==> config.mk <==
export PLATFORM = sky130hd
export DESIGN_NAME = keyed_fifo_with_type_search
export DESIGN_NICKNAME = d
export VERILOG_FILES = /design/src/rtl/core/kfts_pkg.sv /design/src/rtl/core/kfts_cell.sv /design/src/rtl/core/kfts_ctrl.sv /design/src/rtl/core/keyed_fifo_with_type_search.sv
export SDC_FILE = /design/constraint.sdc
export NUM_CORES = 2
export LEC_CHECK = 0
export BUFFER_PORTS_ARGS = -buffer_cell sky130_fd_sc_hd__clkbuf_2
export CORE_ASPECT_RATIO = 0.8
export CORE_MARGIN = 5
export CORE_UTILIZATION = 53
export DETAILED_ROUTE_END_ITERATION = 10
export GPL_TIMING_DRIVEN = 0
export PLACE_DENSITY = 0.65
export SYNTH_ARGS = -nofsm -noshare
export SYNTH_HDL_FRONTEND = slang
export SYNTH_HIERARCHICAL = 1
export SYNTH_SLANG_ARGS = --single-unit
==> constraint.sdc <==
create_clock -name clk -period 6.5 [get_ports clk]
set_input_delay 0.325 -clock clk [delete_from_list [all_inputs] [get_ports clk]]
set_output_delay 0.325 -clock clk [all_outputs]
set_load 0.01 [all_outputs]
==> src/rtl/core/kfts_pkg.sv <==
// Shared types, codes and constants for the keyed FIFO with class search.
package kfts_pkg;

    // Default queue depth.
    localparam int DEPTH_DEF = 16;

    // Field widths fixed by the transfer format.
    localparam int KEY_W   = 27;
    localparam int CLASS_W = 2;
    localparam int COUNT_W = 4;
    localparam int OCC_W   = 5;
    localparam int CLASS_N = 4;

    // Saturation limit of the ahead counters.
    localparam logic [COUNT_W-1:0] COUNT_MAX = '1;

    typedef enum logic [2:0] {
        ACT_ENQ    = 3'd0,
        ACT_DEQ    = 3'd1,
        ACT_REMOVE = 3'd2,
        ACT_FIND   = 3'd3,
        ACT_COUNT  = 3'd4
    } kfts_action_t;

    typedef enum logic [1:0] {
        ST_OK   = 2'd0,
        ST_DUP  = 2'd1,
        ST_MISS = 2'd2,
        ST_FULL = 2'd3
    } kfts_status_t;

    typedef enum logic [1:0] {
        S_IDLE,
        S_SWEEP,
        S_FINISH
    } kfts_state_t;

    // Request item.
    typedef struct packed {
        logic [2:0]         action;
        logic [KEY_W-1:0]   license;
        logic [CLASS_W-1:0] port_type;
    } kfts_in_t;

    // Result item.
    typedef struct packed {
        logic [1:0]         status;
        logic [KEY_W-1:0]   found_license;
        logic [CLASS_W-1:0] found_type;
        logic [COUNT_W-1:0] ahead_count;
        logic               is_empty;
        logic [OCC_W-1:0]   occupancy;
    } kfts_out_t;

    // One queue entry.
    typedef struct packed {
        logic [KEY_W-1:0]   key;
        logic [CLASS_W-1:0] cls;
    } kfts_ent_t;

    // Search results carried along the chain with the sweep token.
    typedef struct packed {
        logic                             key_hit;
        logic                             cls_hit;
        logic [CLASS_N-1:0][COUNT_W-1:0]  cnt;
        logic [COUNT_W-1:0]               ahead;
        logic [KEY_W-1:0]                 fkey;
        logic [CLASS_W-1:0]               fcls;
    } kfts_acc_t;

    // Update command broadcast from the controller to every cell.
    typedef struct packed {
        logic               shift_all;
        logic               shift_rm;
        logic               load;
        logic [KEY_W-1:0]   key;
        logic [CLASS_W-1:0] cls;
    } kfts_cmd_t;

endpackage

==> src/rtl/core/kfts_cell.sv <==
// One queue slot: holds an entry, compares it as the token passes, shifts on removal or dequeue.
module kfts_cell #(
    parameter int DEPTH = kfts_pkg::DEPTH_DEF,
    parameter int IDX   = 0
) (
    input  logic                       clk,
    input  logic                       rst_n,
    input  logic [$clog2(DEPTH+1)-1:0] fill,
    input  kfts_pkg::kfts_in_t         req,
    input  kfts_pkg::kfts_cmd_t        cmd,
    input  logic                       tok_in,
    input  kfts_pkg::kfts_acc_t        acc_in,
    output logic                       tok_out,
    output kfts_pkg::kfts_acc_t        acc_out,
    input  kfts_pkg::kfts_ent_t        nb_ent,
    output kfts_pkg::kfts_ent_t        ent
);
    import kfts_pkg::*;

    localparam int FILL_W = $clog2(DEPTH+1);
    localparam logic [FILL_W-1:0] MY_IDX = FILL_W'(IDX);

    kfts_ent_t ent_reg, ent_next;
    kfts_acc_t acc_reg, acc_next;
    logic      tok_reg;
    logic      rm_reg, rm_next;
    logic      valid, key_match, cls_match;

    // The slot holds a live entry when it lies below the fill level.
    assign valid     = MY_IDX < fill;
    assign key_match = valid && (ent_reg.key == req.license);
    assign cls_match = valid && (ent_reg.cls == req.port_type);

    // Fold this slot into the running search results.
    always_comb
    begin
        acc_next = acc_in;
        if (key_match)
        begin
            acc_next.key_hit = 1'b1;
            acc_next.ahead   = acc_in.cnt[ent_reg.cls];
        end
        if (cls_match && !acc_in.cls_hit)
        begin
            acc_next.cls_hit = 1'b1;
            acc_next.fkey    = ent_reg.key;
            acc_next.fcls    = ent_reg.cls;
        end
        for (int c = 0; c < CLASS_N; c++)
        begin
            if (valid && (ent_reg.cls == CLASS_W'(c)) && (acc_in.cnt[c] != COUNT_MAX))
            begin
                acc_next.cnt[c] = acc_in.cnt[c] + COUNT_W'(1);
            end
        end
    end

    // Remember whether this slot sits at or behind the matched key.
    assign rm_next = tok_in ? (acc_in.key_hit || key_match) : rm_reg;

    // Entry update: close a gap from the right neighbour, or take a new tail entry.
    always_comb
    begin
        ent_next = ent_reg;
        if (cmd.shift_all || (cmd.shift_rm && rm_reg))
        begin
            ent_next = nb_ent;
        end
        else if (cmd.load && (fill == MY_IDX))
        begin
            ent_next.key = cmd.key;
            ent_next.cls = cmd.cls;
        end
    end

    // Control state.
    always_ff @(posedge clk or negedge rst_n)
    begin
        if (!rst_n)
        begin
            tok_reg <= 1'b0;
            rm_reg  <= 1'b0;
        end
        else
        begin
            tok_reg <= tok_in;
            rm_reg  <= rm_next;
        end
    end

    // Payload state.
    always_ff @(posedge clk)
    begin
        ent_reg <= ent_next;
        if (tok_in)
        begin
            acc_reg <= acc_next;
        end
    end

    assign tok_out = tok_reg;
    assign acc_out = acc_reg;
    assign ent     = ent_reg;

endmodule

==> src/rtl/core/kfts_ctrl.sv <==
// Sequencer: accepts requests, launches sweeps, commits updates and holds the result.
module kfts_ctrl #(
    parameter int DEPTH = kfts_pkg::DEPTH_DEF
) (
    input  logic                       clk,
    input  logic                       rst_n,
    input  logic                       item_valid,
    output logic                       item_ready,
    input  kfts_pkg::kfts_in_t         item,
    output logic                       result_valid,
    input  logic                       result_ready,
    output kfts_pkg::kfts_out_t        result,
    output logic                       launch,
    output kfts_pkg::kfts_in_t         req,
    output kfts_pkg::kfts_cmd_t        cmd,
    output logic [$clog2(DEPTH+1)-1:0] fill,
    input  logic                       sweep_done,
    input  kfts_pkg::kfts_acc_t        sweep_acc,
    input  kfts_pkg::kfts_ent_t        head
);
    import kfts_pkg::*;

    localparam int FILL_W = $clog2(DEPTH+1);
    localparam logic [FILL_W-1:0] FULL_LEVEL = FILL_W'(DEPTH);

    kfts_state_t         state_reg, state_next;
    kfts_in_t            req_reg, req_next;
    logic                launch_reg, launch_next;
    logic [FILL_W-1:0]   fill_reg, fill_next;
    logic                res_valid_reg, res_valid_next;
    kfts_out_t           res_reg, res_next;
    logic                accept, needs_sweep, out_free, commit;
    logic [FILL_W+4:0]   occ_wide;

    assign item_ready = (state_reg == S_IDLE);
    assign accept     = item_valid && item_ready;
    assign out_free   = !res_valid_reg || result_ready;
    assign commit     = (state_reg == S_FINISH) && out_free;

    // Actions that look up a key or class go through the cell chain.
    always_comb
    begin
        case (item.action) inside
            ACT_ENQ, ACT_REMOVE, ACT_FIND, ACT_COUNT: needs_sweep = 1'b1;
            default:                                  needs_sweep = 1'b0;
        endcase
    end

    // Next state.
    always_comb
    begin
        state_next = state_reg;
        unique case (state_reg)
            S_IDLE:
            begin
                if (accept)
                begin
                    state_next = needs_sweep ? S_SWEEP : S_FINISH;
                end
            end
            S_SWEEP:
            begin
                if (sweep_done)
                begin
                    state_next = S_FINISH;
                end
            end
            S_FINISH:
            begin
                if (out_free)
                begin
                    state_next = S_IDLE;
                end
            end
            default: state_next = S_IDLE;
        endcase
    end

    // Outputs: cell commands, fill update and the result word.
    always_comb
    begin
        req_next    = accept ? item : req_reg;
        launch_next = accept && needs_sweep;
        fill_next   = fill_reg;

        cmd           = '0;
        cmd.key       = req_reg.license;
        cmd.cls       = req_reg.port_type;

        res_next = '0;
        res_next.status = ST_OK;

        unique case (req_reg.action)
            ACT_ENQ:
            begin
                if (sweep_acc.key_hit)
                begin
                    res_next.status = ST_DUP;
                end
                else if (fill_reg == FULL_LEVEL)
                begin
                    res_next.status = ST_FULL;
                end
                else
                begin
                    cmd.load  = commit;
                    fill_next = commit ? fill_reg + FILL_W'(1) : fill_reg;
                end
            end
            ACT_DEQ:
            begin
                if (fill_reg == '0)
                begin
                    res_next.status = ST_MISS;
                end
                else
                begin
                    res_next.found_license = head.key;
                    res_next.found_type    = head.cls;
                    cmd.shift_all          = commit;
                    fill_next = commit ? fill_reg - FILL_W'(1) : fill_reg;
                end
            end
            ACT_REMOVE:
            begin
                if (!sweep_acc.key_hit)
                begin
                    res_next.status = ST_MISS;
                end
                else
                begin
                    cmd.shift_rm = commit;
                    fill_next    = commit ? fill_reg - FILL_W'(1) : fill_reg;
                end
            end
            ACT_FIND:
            begin
                if (sweep_acc.cls_hit)
                begin
                    res_next.found_license = sweep_acc.fkey;
                    res_next.found_type    = sweep_acc.fcls;
                end
                else
                begin
                    res_next.status = ST_MISS;
                end
            end
            ACT_COUNT:
            begin
                if (sweep_acc.key_hit)
                begin
                    res_next.ahead_count = sweep_acc.ahead;
                end
                else
                begin
                    res_next.status = ST_MISS;
                end
            end
            default:
            begin
                res_next.status = ST_OK;
            end
        endcase

        // Occupancy reports the low bits of the fill level after the step.
        occ_wide           = {5'd0, fill_next};
        res_next.occupancy = occ_wide[OCC_W-1:0];
        res_next.is_empty  = (fill_next == '0);

        if (commit)
        begin
            res_valid_next = 1'b1;
        end
        else
        begin
            res_valid_next = res_valid_reg && !result_ready;
        end
    end

    // Control state.
    always_ff @(posedge clk or negedge rst_n)
    begin
        if (!rst_n)
        begin
            state_reg     <= S_IDLE;
            launch_reg    <= 1'b0;
            fill_reg      <= '0;
            res_valid_reg <= 1'b0;
        end
        else
        begin
            state_reg     <= state_next;
            launch_reg    <= launch_next;
            fill_reg      <= fill_next;
            res_valid_reg <= res_valid_next;
        end
    end

    // Payload state.
    always_ff @(posedge clk)
    begin
        req_reg <= req_next;
        if (commit)
        begin
            res_reg <= res_next;
        end
    end

    assign launch       = launch_reg;
    assign req          = req_reg;
    assign fill         = fill_reg;
    assign result_valid = res_valid_reg;
    assign result       = res_reg;

endmodule

==> src/rtl/core/keyed_fifo_with_type_search.sv <==
// Top level of the keyed FIFO with class search: controller and chain of slot cells.
//
// Requests arrive on the item channel (item_valid / item_ready, payload item) and each
// produces exactly one transfer on the result channel (result_valid / result_ready).
// Actions: enqueue (duplicate keys ignored, full queue drops), dequeue, remove by key,
// find first of a class, and count same-class entries ahead of a key.
// Lookups run as a token that walks the row of DEPTH cells, one cell per cycle,
// collecting key match, first class match and per-class counts; the length of that
// row sets the timing. Enqueue, remove, find and count commit once the token leaves
// the tail cell; a new request is taken only when the controller is idle again.
// Dequeue and undefined actions need no lookup and go straight to the result step.
// A removal closes the gap in a single shift, every cell at or behind the match
// copying its right neighbour; dequeue shifts the whole row the same way.
// The result register parts the two channels: the next request is accepted while a
// result waits, and its update is held back until that result has been taken.
// Reset empties the queue at once; entry contents are not cleared and are never
// read before being written.
module keyed_fifo_with_type_search #(
    parameter int DEPTH = kfts_pkg::DEPTH_DEF
) (
    input  logic                clk,
    input  logic                rst_n,
    input  logic                item_valid,
    output logic                item_ready,
    input  kfts_pkg::kfts_in_t  item,
    output logic                result_valid,
    input  logic                result_ready,
    output kfts_pkg::kfts_out_t result
);
    import kfts_pkg::*;

    localparam int FILL_W = $clog2(DEPTH+1);

    logic              launch;
    kfts_in_t          req;
    kfts_cmd_t         cmd;
    logic [FILL_W-1:0] fill;

    logic      tok_chain [DEPTH+1];
    kfts_acc_t acc_chain [DEPTH+1];
    kfts_ent_t ent_chain [DEPTH+1];

    // The token enters at the head with cleared search results; nothing lies past the tail.
    assign tok_chain[0]     = launch;
    assign acc_chain[0]     = '0;
    assign ent_chain[DEPTH] = '0;

    kfts_ctrl #(
        .DEPTH (DEPTH)
    ) u_ctrl (
        .clk          (clk),
        .rst_n        (rst_n),
        .item_valid   (item_valid),
        .item_ready   (item_ready),
        .item         (item),
        .result_valid (result_valid),
        .result_ready (result_ready),
        .result       (result),
        .launch       (launch),
        .req          (req),
        .cmd          (cmd),
        .fill         (fill),
        .sweep_done   (tok_chain[DEPTH]),
        .sweep_acc    (acc_chain[DEPTH]),
        .head         (ent_chain[0])
    );

    // Row of slot cells, head at index zero.
    for (genvar i = 0; i < DEPTH; i++)
    begin : g_cell
        kfts_cell #(
            .DEPTH (DEPTH),
            .IDX   (i)
        ) u_cell (
            .clk     (clk),
            .rst_n   (rst_n),
            .fill    (fill),
            .req     (req),
            .cmd     (cmd),
            .tok_in  (tok_chain[i]),
            .acc_in  (acc_chain[i]),
            .tok_out (tok_chain[i+1]),
            .acc_out (acc_chain[i+1]),
            .nb_ent  (ent_chain[i+1]),
            .ent     (ent_chain[i])
        );
    end

endmodule

==> flow_summary.yaml <==
die:
  die_h_um: 329.3
  core_um2: 126900
  start_util_pct: 53.23
  row_count: 117
  dieArea_um2: 134800
  dieWidth_um: 409.2
  ios: 79
finish:
  nNetsFinal: 4820
  final_util_pct: 60.37
  area_growth_pct: 13.42
  multiInputGateArea_um2: 25790
  fillers: 9707
  seq_area_um2: 41210
  largest_reg_flops: 800
  stdcell_count: 6506
  layout-drive-gt1-share_pct: 34.77
global_route:
  antenna_found_initial: 6
  grt_overflow: 0
  grt_max_degree: 46
  grt_usage_pct: 29.66
  grt_pass1_vias: 40000
  grt_pass1_wl_mm: 287.0
routing:
  first_iter_violations: 4613
  drt-total-wl_mm: 203.5
  ant_nets: 0
  vias: 40460
  dr.pass1.iters: 6
  drcViolationCount: 0
  vias_per_cell: 6.219
  drt-wirelength-per-cell_um: 31.28
cts:
  cts_max_level: 4
  clock_sinks: 1378
  cts_tree: "built"
  cts_inserted_buffers: 142
  clk_pin_slew_ns: 0.06
  cts_root_buf: "clkbuf_16"
  post-cts-setup-buffers: 0
  clockBufferDepth: 3
  clk_latency_ns: 0.77
sta:
  period_minus_slack_ns: 5.582
  final-hold-violation-count: 0
  clock_skew_ns: 0.02864
  fin_crit_sh_pct: 85.88
  tightest_slew_ns: 1.601
  max_freq_mhz: 179.1
  max-slew-margin-rel_pct: -6.739
  finalSetupViolations: 0
  rsz0062_at_grt: "false"
  drv_slew: 36
placement:
  gp_congestion: 0.8890
  hpwl_mm: 141.6
  portBuffers: 78
  dp.cells: 6209
worst_setup_path:
  path_class: "reg -> reg"
  critPathArrivalTime_ns: 5.95
  crit_path_end_kind: "register"
  crit_path_max_fanout: 29
  start_kind: "register"
  required_ns: 6.87
power:
  p_leak_uw: 0.02613
  max-vdd-ir-drop_v: 0.0003211
  cellPowerDensity_nw_per_um2: 337.0
synth:
  avgSynthCellArea_um2: 15.77
  syn_area_um2: 67560
  netlist_instances: 4283
  ys_warn_count: 6
status:
  status: "finished with violations"
  violations: "max-capacitance violations, max-slew violations"
run:
  cap_violations: 2
hold_path:
  hp-class: "in -> async"
-- cells in the final DEF (no fill, tap or decap), types with 14 or more instances in the layout --
| cell | instances |
|---|---|
| a21oi_1 | 98 |
| a22o_1 | 29 |
| a31oi_1 | 22 |
| buf_12 | 20 |
| buf_16 | 18 |
| buf_2 | 45 |
| buf_4 | 51 |
| buf_6 | 20 |
| clkbuf_1 | 95 |
| clkbuf_16 | 151 |
| clkbuf_2 | 77 |
| clkinv_1 | 26 |
| clkinv_2 | 21 |
| conb_1 | 133 |
| dfrtp_1 | 20 |
| dfrtp_2 | 17 |
| dlygate4sd3_1 | 35 |
| edfxtp_1 | 1337 |
| ha_1 | 62 |
| inv_1 | 40 |
| mux2_1 | 26 |
| mux2_2 | 1000 |
| mux2_4 | 36 |
| mux2i_1 | 14 |
| mux4_2 | 64 |
| nand2_1 | 82 |
| nand2b_1 | 35 |
| nand3_1 | 90 |
| nand4_1 | 112 |
| nor2_1 | 97 |
| nor3_1 | 45 |
| nor3b_1 | 14 |
| nor4_1 | 62 |
| o21ai_0 | 14 |
| or2_2 | 29 |
| xnor2_1 | 263 |
| xor2_1 | 303 |
-- what timing repair did --
action                                  CTS  global route
hold endpoints to repair                 76             0
endpoints found under the setup margin    0             0
hold buffers                             35             0
resized for setup                         0             0
-- layout make-up --
type | instances | share of cell area (%)
Multi-Input combinational cell | 2818 | 33.65
Buffer | 175 | 1.363
Clock buffer | 185 | 5.137
Sequential cell | 1378 | 53.78
Inverter | 44 | 0.2188
Antenna cell | 2 | 0.006531
Tap cell | 1666 | 2.720
Timing Repair Buffer | 163 | 2.270
Clock inverter | 75 | 0.8491
-- critical path: stages (launching register included) --
cell and delay, ns:
dfrtp_2 0.80, buf_12 0.27, inv_1 0.10, ha_1 0.26, nor4b_4 0.17, nor3_1 0.64, clkbuf_1 0.52, and2_2 0.61
buf_16 0.24, a21oi_1 0.11, clkbuf_1 0.33, nand2_1 1.08
-- report_power, final --
group	internal, µW	switching, µW
clock	4680	3500
sequential	11300	1270
combinational	2240	2850
total	18200	7630
-- per-layer routing --
| metal | track usage, % | vias to the layer above | wire length, µm |
|---|---|---|---|
| met3 | 8.877 | 363 | 20310 |
| met5 | 2.041 | - | 389 |
| met1 | 40.00 | 20820 | 82840 |
| li1 | - | 17350 | - |
| met2 | 47.47 | 1927 | 94830 |
| met4 | 7.383 | 8 | 5138 |
-- worst paths after layout --
kind / cells past startpoint / from / slack (ns) / endpoint
worst max-delay path: 11 / u_ctrl/fill[0] / 0.92 / g_cell[11].u_cell/ent[23]
worst min-delay path: 2 / rst_n / 0.10 / g_cell[11].u_cell/tok_out
worst max register to register: 11 / u_ctrl/fill[0] / 0.92 / g_cell[11].u_cell/ent[23]
worst min register to register: 1 / g_cell[4].u_cell/acc_out[50] / 0.50 / g_cell[5].u_cell/rm_reg
max in group asynchronous: 3 / rst_n / 5.72 / g_cell[0].u_cell/tok_out
min in group clk: 2 / item[26] / 0.27 / u_ctrl/cmd[26]
-- per-stage QoR --
step	total power (µW)	setup TNS [ns]	setup slack (ns)	hold slack (ns)	area, µm²
detailed placement	17660	0	1.221	0.3416	71690
floorplan	15330	0	0.5616	0.02941	68060
CTS	25820	0	1.146	0.07119	76620
finish	25830	0	0.9178	0.1008	76630
global placement	17420	-929.85	-3.321	0.4897	70530
global route	26590	0	0.8591	0.1024	76620
Power figures use the tool's default switching activity.
